===== src/three_axis_iir_lowpass_macros.svh =====
// ----------------------------------------------------------------------------
// Assertion macros for the three-axis smoothing filter
// Shared concurrent check forms, clocked on clk, off while arst_n is low.
// ----------------------------------------------------------------------------
`ifndef THREE_AXIS_IIR_LOWPASS_MACROS_SVH
`define THREE_AXIS_IIR_LOWPASS_MACROS_SVH

// ante in one cycle implies cons in the next
`define TAIL_ASSERT_NEXT(lbl, clk, rstn, ante, cons) \
	lbl: assert property (@(posedge clk) disable iff (!rstn) (ante) |=> (cons)) \
		else $error("next-cycle check failed");

// cond holds at every edge out of reset
`define TAIL_ASSERT_ALWAYS(lbl, clk, rstn, cond) \
	lbl: assert property (@(posedge clk) disable iff (!rstn) (cond)) \
		else $error("invariant check failed");

`endif


===== src/tail_pkg.sv =====
// ----------------------------------------------------------------------------
// tail_pkg
// Types and constants shared by the three-axis smoothing filter.
// ----------------------------------------------------------------------------
`default_nettype none

package tail_pkg;

	localparam int SAMPLE_W = 16;
	localparam int ATT_W    = 9;

	typedef logic signed [SAMPLE_W-1:0] sample_t;
	typedef logic        [ATT_W-1:0]    att_t;

	localparam att_t ATT_RESET = 9'd256;

endpackage

`default_nettype wire


===== src/tail_if.sv =====
// ----------------------------------------------------------------------------
// tail_if
// Valid/ready channels of the filter: samples in, results out, config write.
// ----------------------------------------------------------------------------
`default_nettype none

interface tail_sample_if import tail_pkg::*; ();
	logic    valid;
	logic    ready;
	sample_t sample_x;
	sample_t sample_y;
	sample_t sample_z;

	modport source (output valid, output sample_x, output sample_y, output sample_z,
		input ready);
	modport sink (input valid, input sample_x, input sample_y, input sample_z,
		output ready);
endinterface

interface tail_filtered_if import tail_pkg::*; ();
	logic    valid;
	logic    ready;
	sample_t filtered_x;
	sample_t filtered_y;
	sample_t filtered_z;

	modport source (output valid, output filtered_x, output filtered_y,
		output filtered_z, input ready);
	modport sink (input valid, input filtered_x, input filtered_y, input filtered_z,
		output ready);
endinterface

interface tail_cfg_if import tail_pkg::*; ();
	logic valid;
	logic ready;
	att_t attenuation;

	modport source (output valid, output attenuation, input ready);
	modport sink (input valid, input attenuation, output ready);
endinterface

`default_nettype wire


===== src/three_axis_iir_lowpass.sv =====
// ----------------------------------------------------------------------------
// three_axis_iir_lowpass
// First-order smoothing of x/y/z samples with a shared attenuation gain.
// Input register, then result register, between an accepted sample and its
// result. Throughput: one word per cycle while the result side is not
// stalled; each accumulator update is combinational, one multiply-add deep.
// Reset: accumulators cleared, attenuation set to 256, both stages empty.
// ----------------------------------------------------------------------------
`default_nettype none
`include "three_axis_iir_lowpass_macros.svh"

module three_axis_iir_lowpass import tail_pkg::*; #(
	parameter int SHIFT = 8
) (
	input  logic            clk,
	input  logic            arst_n,
	tail_cfg_if.sink        cfg,
	tail_sample_if.sink     samples,
	tail_filtered_if.source filtered
);

	att_t    att_eff;
	logic    advance;
	logic    valid_s1;
	sample_t x_s1, y_s1, z_s1;
	sample_t fx, fy, fz;
	logic    out_valid_q;
	sample_t fx_q, fy_q, fz_q;

	tail_cfg #(.SHIFT(SHIFT)) u_cfg (
		.clk     (clk),
		.arst_n  (arst_n),
		.cfg     (cfg),
		.att_eff (att_eff)
	);

	// result register free or being drained
	assign advance       = !out_valid_q || filtered.ready;
	assign samples.ready = !valid_s1 || advance;

	always_ff @(posedge clk or negedge arst_n) begin
		if (!arst_n) begin
			valid_s1 <= 1'b0;
		end else if (samples.ready) begin
			valid_s1 <= samples.valid;
		end
	end

	always_ff @(posedge clk) begin
		if (samples.ready && samples.valid) begin
			x_s1 <= samples.sample_x;
			y_s1 <= samples.sample_y;
			z_s1 <= samples.sample_z;
		end
	end

	tail_axis #(.SHIFT(SHIFT)) u_axis_x (
		.clk (clk), .arst_n (arst_n), .en (valid_s1 && advance),
		.sample (x_s1), .att (att_eff), .filtered (fx)
	);

	tail_axis #(.SHIFT(SHIFT)) u_axis_y (
		.clk (clk), .arst_n (arst_n), .en (valid_s1 && advance),
		.sample (y_s1), .att (att_eff), .filtered (fy)
	);

	tail_axis #(.SHIFT(SHIFT)) u_axis_z (
		.clk (clk), .arst_n (arst_n), .en (valid_s1 && advance),
		.sample (z_s1), .att (att_eff), .filtered (fz)
	);

	always_ff @(posedge clk or negedge arst_n) begin
		if (!arst_n) begin
			out_valid_q <= 1'b0;
		end else if (advance) begin
			out_valid_q <= valid_s1;
		end
	end

	always_ff @(posedge clk) begin
		if (advance && valid_s1) begin
			fx_q <= fx;
			fy_q <= fy;
			fz_q <= fz;
		end
	end

	assign filtered.valid      = out_valid_q;
	assign filtered.filtered_x = fx_q;
	assign filtered.filtered_y = fy_q;
	assign filtered.filtered_z = fz_q;

	`TAIL_ASSERT_NEXT(a_stage_moves, clk, arst_n, valid_s1 && advance, out_valid_q)
	`TAIL_ASSERT_NEXT(a_stage_holds, clk, arst_n, valid_s1 && !advance, valid_s1)
	`TAIL_ASSERT_ALWAYS(a_att_range, clk, arst_n, att_eff != '0 && int'(att_eff) <= (1 << SHIFT))

endmodule

`default_nettype wire


===== src/tail_cfg.sv =====
// ----------------------------------------------------------------------------
// tail_cfg
// Attenuation register and its clamp to 1..2^SHIFT, or 1..2^ATT_W-1 if wider.
// ----------------------------------------------------------------------------
`default_nettype none

module tail_cfg import tail_pkg::*; #(
	parameter int SHIFT = 8
) (
	input  logic       clk,
	input  logic       arst_n,
	tail_cfg_if.sink   cfg,
	output att_t       att_eff
);

	// upper bound; 2^SHIFT only bites while it fits in the register
	localparam int ATT_MAX = (SHIFT >= ATT_W) ? ((1 << ATT_W) - 1) : (1 << SHIFT);

	att_t att_q;

	assign cfg.ready = 1'b1;

	always_ff @(posedge clk or negedge arst_n) begin
		if (!arst_n) begin
			att_q <= ATT_RESET;
		end else if (cfg.valid) begin
			att_q <= cfg.attenuation;
		end
	end

	always_comb begin
		if (att_q == '0) begin
			att_eff = att_t'(1);
		end else if (att_q > att_t'(ATT_MAX)) begin
			att_eff = att_t'(ATT_MAX);
		end else begin
			att_eff = att_q;
		end
	end

endmodule

`default_nettype wire


===== src/tail_axis.sv =====
// ----------------------------------------------------------------------------
// tail_axis
// One axis: scaled accumulator, multiply-add update, rounding and saturation.
// ----------------------------------------------------------------------------
`default_nettype none

module tail_axis import tail_pkg::*; #(
	parameter int SHIFT = 8
) (
	input  logic    clk,
	input  logic    arst_n,
	input  logic    en,
	input  sample_t sample,
	input  att_t    att,
	output sample_t filtered
);

	localparam int ACC_W  = SHIFT + SAMPLE_W + 1;
	localparam int DIFF_W = ACC_W + 1;
	localparam int STEP_W = DIFF_W - SHIFT;
	localparam int PROD_W = STEP_W + ATT_W + 1;
	localparam int SUM_W  = ((ACC_W > PROD_W) ? ACC_W : PROD_W) + 1;
	localparam int HI_W   = ACC_W - SHIFT;

	logic signed [ACC_W-1:0]  acc_q;
	logic signed [ACC_W-1:0]  acc_nxt;
	logic signed [DIFF_W-1:0] scaled;
	logic signed [DIFF_W-1:0] diff;
	logic signed [STEP_W-1:0] step;
	logic signed [PROD_W-1:0] prod;
	logic signed [SUM_W-1:0]  sum;
	logic signed [HI_W:0]     rounded;

	assign scaled = {{(DIFF_W - SAMPLE_W - SHIFT){sample[SAMPLE_W-1]}}, sample,
		{SHIFT{1'b0}}};
	assign diff   = scaled - {acc_q[ACC_W-1], acc_q};
	// floor shift of the difference
	assign step   = diff[DIFF_W-1:SHIFT];
	assign prod   = step * $signed({1'b0, att});
	assign sum    = SUM_W'(acc_q) + SUM_W'(prod);
	// accumulator wraps at its width
	assign acc_nxt = sum[ACC_W-1:0];

	// round half up on bit SHIFT-1
	assign rounded = {acc_nxt[ACC_W-1], acc_nxt[ACC_W-1:SHIFT]}
		+ (HI_W + 1)'(acc_nxt[SHIFT-1]);

	always_comb begin
		if (rounded[HI_W:SAMPLE_W-1] == '0 || rounded[HI_W:SAMPLE_W-1] == '1) begin
			filtered = rounded[SAMPLE_W-1:0];
		end else if (rounded[HI_W]) begin
			filtered = {1'b1, {(SAMPLE_W-1){1'b0}}};
		end else begin
			filtered = {1'b0, {(SAMPLE_W-1){1'b1}}};
		end
	end

	always_ff @(posedge clk or negedge arst_n) begin
		if (!arst_n) begin
			acc_q <= '0;
		end else if (en) begin
			acc_q <= acc_nxt;
		end
	end

endmodule

`default_nettype wire


===== src/flat_wrapper.sv =====
// flat-port wrapper written by rule: the top's interface ports become plain ports
module three_axis_iir_lowpass_flat import tail_pkg::*;
#(
	parameter int SHIFT = 8
)
  (clk, arst_n, cfg_valid, cfg_attenuation, cfg_ready, samples_valid, samples_sample_x, samples_sample_y, samples_sample_z, samples_ready, filtered_valid, filtered_filtered_x, filtered_filtered_y, filtered_filtered_z, filtered_ready);
  tail_cfg_if cfg_i ();
  tail_sample_if samples_i ();
  tail_filtered_if filtered_i ();
  input  logic clk;
  input  logic arst_n;
  input wire logic [$bits(cfg_i.valid)-1:0] cfg_valid;
  input wire logic [$bits(cfg_i.attenuation)-1:0] cfg_attenuation;
  output wire logic [$bits(cfg_i.ready)-1:0] cfg_ready;
  input wire logic [$bits(samples_i.valid)-1:0] samples_valid;
  input wire logic [$bits(samples_i.sample_x)-1:0] samples_sample_x;
  input wire logic [$bits(samples_i.sample_y)-1:0] samples_sample_y;
  input wire logic [$bits(samples_i.sample_z)-1:0] samples_sample_z;
  output wire logic [$bits(samples_i.ready)-1:0] samples_ready;
  output wire logic [$bits(filtered_i.valid)-1:0] filtered_valid;
  output wire logic [$bits(filtered_i.filtered_x)-1:0] filtered_filtered_x;
  output wire logic [$bits(filtered_i.filtered_y)-1:0] filtered_filtered_y;
  output wire logic [$bits(filtered_i.filtered_z)-1:0] filtered_filtered_z;
  input wire logic [$bits(filtered_i.ready)-1:0] filtered_ready;
  assign cfg_i.valid = cfg_valid;
  assign cfg_i.attenuation = cfg_attenuation;
  assign cfg_ready = cfg_i.ready;
  assign samples_i.valid = samples_valid;
  assign samples_i.sample_x = samples_sample_x;
  assign samples_i.sample_y = samples_sample_y;
  assign samples_i.sample_z = samples_sample_z;
  assign samples_ready = samples_i.ready;
  assign filtered_valid = filtered_i.valid;
  assign filtered_filtered_x = filtered_i.filtered_x;
  assign filtered_filtered_y = filtered_i.filtered_y;
  assign filtered_filtered_z = filtered_i.filtered_z;
  assign filtered_i.ready = filtered_ready;
  three_axis_iir_lowpass #(.SHIFT(SHIFT)) u_core (.clk(clk), .arst_n(arst_n), .cfg(cfg_i), .samples(samples_i), .filtered(filtered_i));
endmodule

===== config.mk =====
export PLATFORM = sky130hd
export DESIGN_NAME = three_axis_iir_lowpass_flat
export DESIGN_NICKNAME = d
export VERILOG_FILES = /design/src/tail_pkg.sv /design/src/tail_if.sv /design/src/three_axis_iir_lowpass.sv /design/src/tail_cfg.sv /design/src/tail_axis.sv /design/src/flat_wrapper.sv
export VERILOG_INCLUDE_DIRS = /design/src /design/src/src
export SDC_FILE = /design/constraint.sdc
export NUM_CORES = 2
export LEC_CHECK = 0
export ABC_AREA = 1
export BUFFER_PORTS_ARGS = -buffer_cell sky130_fd_sc_hd__buf_2
export CORE_ASPECT_RATIO = 1.1
export CORE_MARGIN = 4
export CORE_UTILIZATION = 38
export DETAILED_ROUTE_END_ITERATION = 6
export PLACE_DENSITY = 0.51
export SYNTH_ARGS = -nofsm -noshare
export SYNTH_HDL_FRONTEND = slang
export SYNTH_SLANG_ARGS = --single-unit

===== constraint.sdc =====
create_clock -name clk -period 7.7 [get_ports clk]
set_clock_uncertainty 0.15 [all_clocks]
set_input_delay 2.31 -clock clk [delete_from_list [all_inputs] [get_ports clk]]
set_output_delay 2.31 -clock clk [all_outputs]
set_load 0.01 [all_outputs]

Yosys cells after proc, flatten, opt, wreduce, memory -nomap -nowiden
Index checks and enable logic that the tools add are counted.
{"block": "op_classes", "add_sub_neg": 9, "mul": 3, "div": 0, "n_lt_le_gt_ge": 1, "eq_ne": 3, "n_shift": 0, "muxes": 8, "bitwise_logic": 0, "reduce_logical": 13}
{"operator": "16-bit two-way mux", "n": 6}
{"operator": "24-bit by 25-bit subtractor with 26-bit output", "n": 3}
{"operator": "25-bit adder", "n": 3}
{"operator": "18-bit by 10-bit multiplier with 25-bit output", "n": 3}
{"operator": "17-bit by 2-bit adder with 18-bit output", "n": 3}
{"operator": "9-bit two-way mux", "n": 2}
{"operator": "3-bit == test, second input constant", "n": 3}
{"operator": "9-bit > comparator, second input constant", "n": 1}
{"operator": "3-bit zero test", "n": 3}
{"operator": "9-bit zero test", "n": 1}
{"operator": "1-bit logical OR", "n": 5}
{"operator": "1-bit logical AND", "n": 2}
{"operator": "1-bit zero test", "n": 2}
{"block": "totals", "ff_bits": 182, "latch_bits": 0, "ramBits": 0, "romBits": 0, "input_bits": 62, "word_cells": 49, "n_memories": 0}

Longest topological paths before layout
{"block": "depth", "ltp_word": 9, "mapped_depth": 47, "depth_no_buf": 46}

Cells and area by module
A second synthesis with hierarchy kept.
{"block": "hier_totals", "cells_unflattened": 4131, "area_unflattened_um2": 31590.3}
{"module": "tail_axis at u_core.u_axis_z", "n_inst": 1, "cells_per_inst": 1362, "area_each_um2": 9509.1, "seq_area_each_um2": 625.6}
{"module": "tail_axis at u_core.u_axis_y", "n_inst": 1, "cells_per_inst": 1331, "area_each_um2": 9461.6, "seq_area_each_um2": 625.6}
{"module": "tail_axis at u_core.u_axis_x", "n_inst": 1, "cells_per_inst": 1268, "area_each_um2": 9165.0, "seq_area_each_um2": 625.6}
{"module": "three_axis_iir_lowpass", "n_inst": 1, "cells_per_inst": 108, "area_each_um2": 2977.9, "seq_area_each_um2": 2932.8}
{"module": "tail_cfg", "n_inst": 1, "cells_per_inst": 62, "area_each_um2": 476.7, "seq_area_each_um2": 226.5}

Worst setup path before layout
OpenSTA, ideal clock, no wires.
{"block": "synth_timing", "path_kind": "flip-flop to flip-flop", "from": "reg u_core.u_axis_y.acc_q[8]", "to": "reg u_core.fy_q[11] (netlist: u_core.filtered.filtered_y[11]) (data pin)", "arrival_ns": 6.927, "required_time_ns": 7.298, "path_slack_ns": 0.370, "stages_incl_launch_ff": 40, "n_path_buf": 1, "path_cell_list": "dfrtp_1 inv_1 ha_1 nand2_1 nor2b_1 nand2_1 nand2_1 nand2_1 nand2_1 a21boi_0 o21bai_1 xor2_1 nand2_1 fa_1 inv_1 fa_1 inv_1 fa_1 (+4 left out) inv_1 ha_1 nand2_1 nor2_1 nand2_1 nand2_1 or2_2 and2_1 ha_1 nor3b_2 nand2_2 nor3_2 nand3_1 nor2_2 o211ai_2 buf_4 nand3_2 nand2_1"}
{"block": "synth_via", "elab_chain_len": 7}
{"item": "start: declaration", "line_no": "tail_axis.sv:25", "text": "logic signed [ACC_W-1:0] acc_q;"}
{"item": "start signal: assignment", "line_no": "tail_axis.sv:62", "text": "acc_q <= acc_nxt;"}
{"item": "24-bit by 25-bit subtractor with 26-bit output", "line_no": "tail_axis.sv:36", "text": "assign diff = scaled - {acc_q[ACC_W-1], acc_q};"}
{"item": "18-bit by 10-bit multiplier with 25-bit output", "line_no": "tail_axis.sv:39", "text": "assign prod = step * $signed({1'b0, att});"}
{"item": "25-bit adder (*)", "line_no": "tail_axis.sv:40", "text": "assign sum = SUM_W'(acc_q) + SUM_W'(prod);"}
{"item": "net u_core.u_axis_y.sum[9]", "line_no": "tail_axis.sv:31", "text": "logic signed [SUM_W-1:0] sum;"}
{"item": "17-bit by 2-bit adder with 18-bit output (*)", "line_no": "tail_axis.sv:46", "text": "+ (HI_W + 1)'(acc_nxt[SHIFT-1]);"}
{"item": "3-bit == test / 3-bit zero test (equally long branches)", "line_no": "tail_axis.sv:49", "text": "if (rounded[HI_W:SAMPLE_W-1] == '0 || rounded[HI_W:SAMPLE_W-1] == '1) begin"}
{"item": "1-bit logical OR", "line_no": "tail_axis.sv:49"}
{"item": "16-bit two-way mux (*)", "line_no": "tail_axis.sv:49"}
{"item": "net u_core.fy[11]", "line_no": "three_axis_iir_lowpass.sv:26", "text": "sample_t fx, fy, fz;"}
{"item": "end signal: assignment", "line_no": "three_axis_iir_lowpass.sv:83", "text": "fy_q <= fy;"}
{"item": "end: declaration", "line_no": "three_axis_iir_lowpass.sv:28", "text": "sample_t fx_q, fy_q, fz_q;"}
The timed path passes the listed nets; every way through them passes the cells marked *.
A chain may end at the register's enable or synchronous reset.

Worst setup path in the final report
{"block": "layout_timing", "from": "reg u_core.y_s1[0]", "to": "reg u_core.fy_q[7] (netlist: u_core.filtered.filtered_y[7]) (data pin)"}
{"block": "layout_via", "elab_chain_len": 7}
{"item": "start: declaration", "line_no": "three_axis_iir_lowpass.sv:25", "text": "sample_t x_s1, y_s1, z_s1;"}
{"item": "start signal: assignment", "line_no": "three_axis_iir_lowpass.sv:52", "text": "y_s1 <= samples.sample_y;"}
{"item": "24-bit by 25-bit subtractor with 26-bit output (*)", "line_no": "tail_axis.sv:36"}
{"item": "18-bit by 10-bit multiplier with 25-bit output (*)", "line_no": "tail_axis.sv:39"}
{"item": "25-bit adder (*)", "line_no": "tail_axis.sv:40"}
{"item": "17-bit by 2-bit adder with 18-bit output (*)", "line_no": "tail_axis.sv:46"}
{"item": "3-bit == test / 3-bit zero test (equally long branches)", "line_no": "tail_axis.sv:49"}
{"item": "1-bit logical OR", "line_no": "tail_axis.sv:49"}
{"item": "16-bit two-way mux (*)", "line_no": "tail_axis.sv:49"}
{"item": "net u_core.fy[7]", "line_no": "three_axis_iir_lowpass.sv:26"}
Marked as above.

==> out/qor.txt <==
Syn_area_per_cell = 7.885 µm²
CTS buffer count = 17
Hold crit path type = flip-flop to flip-flop
Pin count of the biggest net entering global routing = 83
Hold_ws = 0.3483 ns
Clock latency on the worst-skew pair = 0.52 ns
Via count = 26066
Worst path slowest cell = fa_2
Post-route ant nets = 0
Non-Filler Instances = 5478
Initial Util = 38.45%
Clock Tree Buf Depth = 2
Synth warnings = 0
Synth unique cells = 61
Worst Hold End = u_core.u_axis_y.acc_q[23]$_DFFE_PN0P_
Unrepaired setup endpoints after global routing = true
Post-CTS Hold Buffers = 0
Fin. max-slew vios = 0
Worst Path Max Fanout = 7
Cell mode on critical path = nand2_2
Via/cell ratio = 4.758
Peak Freq = 130.9 MHz
Setup Viol. Count Final = 0
R2R setup slack = 0.06 ns
Met1 GRT Util = 31.11%
Share of post-route cells with drive strength above 1 = 28.42%
Hpwl dp = 76750 µm
Worst Min Path Start = u_core.u_axis_y.acc_q[23]$_DFFE_PN0P_
Final Hold Fails = 0
Critical Path Sink Type = flip-flop
Vias in the first global route = 26895
Area growth from synthesis to layout = 30.12%
Fin nets = 5161
Layout Utilization = 50.04%
Chip Width = 275.3 µm
Die H = 302.0 µm
Flops & latches, synth = 182
Post-placement cell count = 5383
Port bufs = 111
Worst EP required = 7.82 ns
WL/cell = 17.22 µm
Fin crit period = 7.639 ns
Clock-pin slew on the worst setup and hold paths = 0.08 ns
H-tree depth = 4
Async set-reset flop share out of synthesis = 47.25%
Final period util = 99.20%
Cells after synthesis = 3787
DIE AREA = 83130 µm²
Initial antenna violation count = 1
RD Place Congestion = 0.9248
Status = complete, no violations
Startpoint Class = flip-flop
GR Util met3 = 3.189%
Sequential share of the synthesized area = 16.87%
Reg-to-Reg Start = u_core.y_s1[0]$_DFFE_PP_
Syn Std Cell Area = 29860 µm²
Dominant cells by area after synthesis = fa_1 30%, inv_1 11%, nand2_1 11%, ha_1 9.7%, edfxtp_1 9.7%
Slew Limit Headroom = 41.33%
DRC viols = 0
Placed standard-cell area = 35520 µm²
Number of buffers and inverters on the critical path = 8
First DRT Iteration DRCs = 1317
Leading cell type in the layout, fill and taps excluded = inv_1
Total length of routed wires = 94320 µm
CP arrival = 7.76 ns
R2r worst-path depth = 40
Clk root buf = clkbuf_16
Top-area cell type share of the netlist area = 29.57%
Crit path largest cell delay = 0.54 ns
GRT overflow = 0
Actual slew at the worst max-slew pin = 0.8801 ns
Main synth FF type = edfxtp_1
Met2 Use GR = 38.45%
Post-Syn Nets = 4521
First-pass GRT wire length = 147400 µm
Total clock sinks = 182
Detailed Routing Iterations Pass 1 = 5
Gr usage total = 22.97%
Most frequent cells in the layout = 817 x inv_1, 740 x nand2_1, 562 x buf_4
CP top delay family = adder cells
# rows = 107
Post-Layout Inst Area = 38850 µm²
Post-synth EDFFs = 96
Hold path cells = 2
Core Area = 77650 µm²
Largest area contributor in the netlist = fa_1
Top Ports = 113
Max_cap viols = 0
Global route hottest layer = met2
CTS tree = yes
Reg-to-reg endpoint = u_core.filtered.filtered_y[7]$_DFFE_PP_
Crit Path Category = flip-flop to flip-flop
[worst max path at each step]
stage / cells past startpoint / end / startpoint / slack, ns
2_1_floorplan: 39 / u_core.filtered.filtered_y[11]$_DFFE_PP_ / u_core.u_axis_y.acc_q[8]$_DFFE_PN0P_ / 0.37
3_3_place_gp: 41 / u_core.filtered.filtered_x[1]$_DFFE_PP_ / u_core.x_s1[0]$_DFFE_PP_ / -0.56
3_5_place_dp: 41 / u_core.filtered.filtered_x[4]$_DFFE_PP_ / u_core.x_s1[0]$_DFFE_PP_ / -0.49
4_1_cts: 43 / u_core.filtered.filtered_x[4]$_DFFE_PP_ / u_core.x_s1[1]$_DFFE_PP_ / -0.009
5_1_grt: 40 / u_core.filtered.filtered_y[7]$_DFFE_PP_ / u_core.y_s1[0]$_DFFE_PP_ / -0.35
6_report: 40 / u_core.filtered.filtered_y[7]$_DFFE_PP_ / u_core.y_s1[0]$_DFFE_PP_ / 0.06
[layer usage]
metal	share of wire [%]	routed length, µm	vias up
li1	-	-	12745
met1	45	42320	12686
met2	48	45740	528
met3	4.2	3964	107
met4	2.4	2296	0
met5	0	0	-
[registers in the layout, summed over array words and instances, names as in the netlist, 9 cells and up]
signal / count
u_core.filtered.filtered_z: 16
u_core.u_axis_x.acc_q: 25
u_core.filtered.filtered_x: 16
u_core.x_s1: 16
u_core.u_axis_z.acc_q: 25
u_core.filtered.filtered_y: 16
u_core.z_s1: 16
u_core.u_axis_y.acc_q: 25
u_core.y_s1: 16
u_core.u_cfg.att_q: 9
[final cells by class]
type | instances | area (µm²)
antenna | 3 | 7.507
clock buffer | 18 | 429.2
clock inverter | 14 | 145.1
fill | 7677 | 38800
inverter | 873 | 3304
multi-input combinational | 2654 | 23400
sequential | 182 | 5036
tap | 1035 | 1295
timing repair buffer | 699 | 5234
[synth_stat cells (18+ instances only)]
master      n
a21oi_1   112
clkbuf_1   61
dfrtp_1    85
edfxtp_1   96
fa_1      441
ha_1      231
inv_1     861
nand2_1   857
nand2_2    20
nand3_1   132
nand3_2    18
nand4_1    59
nor2_1    387
nor3_1     19
o21ai_0   116
xnor2_1    38
xor2_1     81
[stage by stage]
stage / TNS (ns) / setup slack, ns
3_3_place_gp: -13.85 / -0.5631
4_1_cts: -0.008814 / -0.008814
5_1_grt: -11.47 / -0.3543
6_report: 0 / 0.06139
3_5_place_dp: -13.63 / -0.4905
2_1_floorplan: 0 / 0.3703
[worst reg2reg max path, delay by kind of cell (launching register included)]
family / cells / cell delay (ns)
adders and majority gates: 7 / 3.11
and+or+nand+nor: 21 / 2.22
xor gates and xnor gates: 2 / 0.32
buffers and inverters: 8 / 0.80
AOI/OAI and AO/OA: 2 / 0.36
DFF: 1 / 0.43
[cells by family (layout without fill, tap and decap cells)]
group	after synthesis	count (layout)	synth area share, %
other cells	1	4	0.01256
flops	182	182	16.87
simple gates	1562	1563	22.20
buf+inv	952	1604	12.17
xor+xnor	131	131	4.182
fa+ha+maj	672	672	39.25
compound gates	287	287	5.322
[timing repair]
action | CTS | global route
endpoints found under the setup margin | 48 | 50
pin swaps | 33 | 191
gates cloned | 0 | 5
gates resized for setup | 81 | 451
buffers inserted | 13 | 42
Power is not shown: default switching activity piles up to over one toggle a cycle in this logic, so the estimate is an artifact.
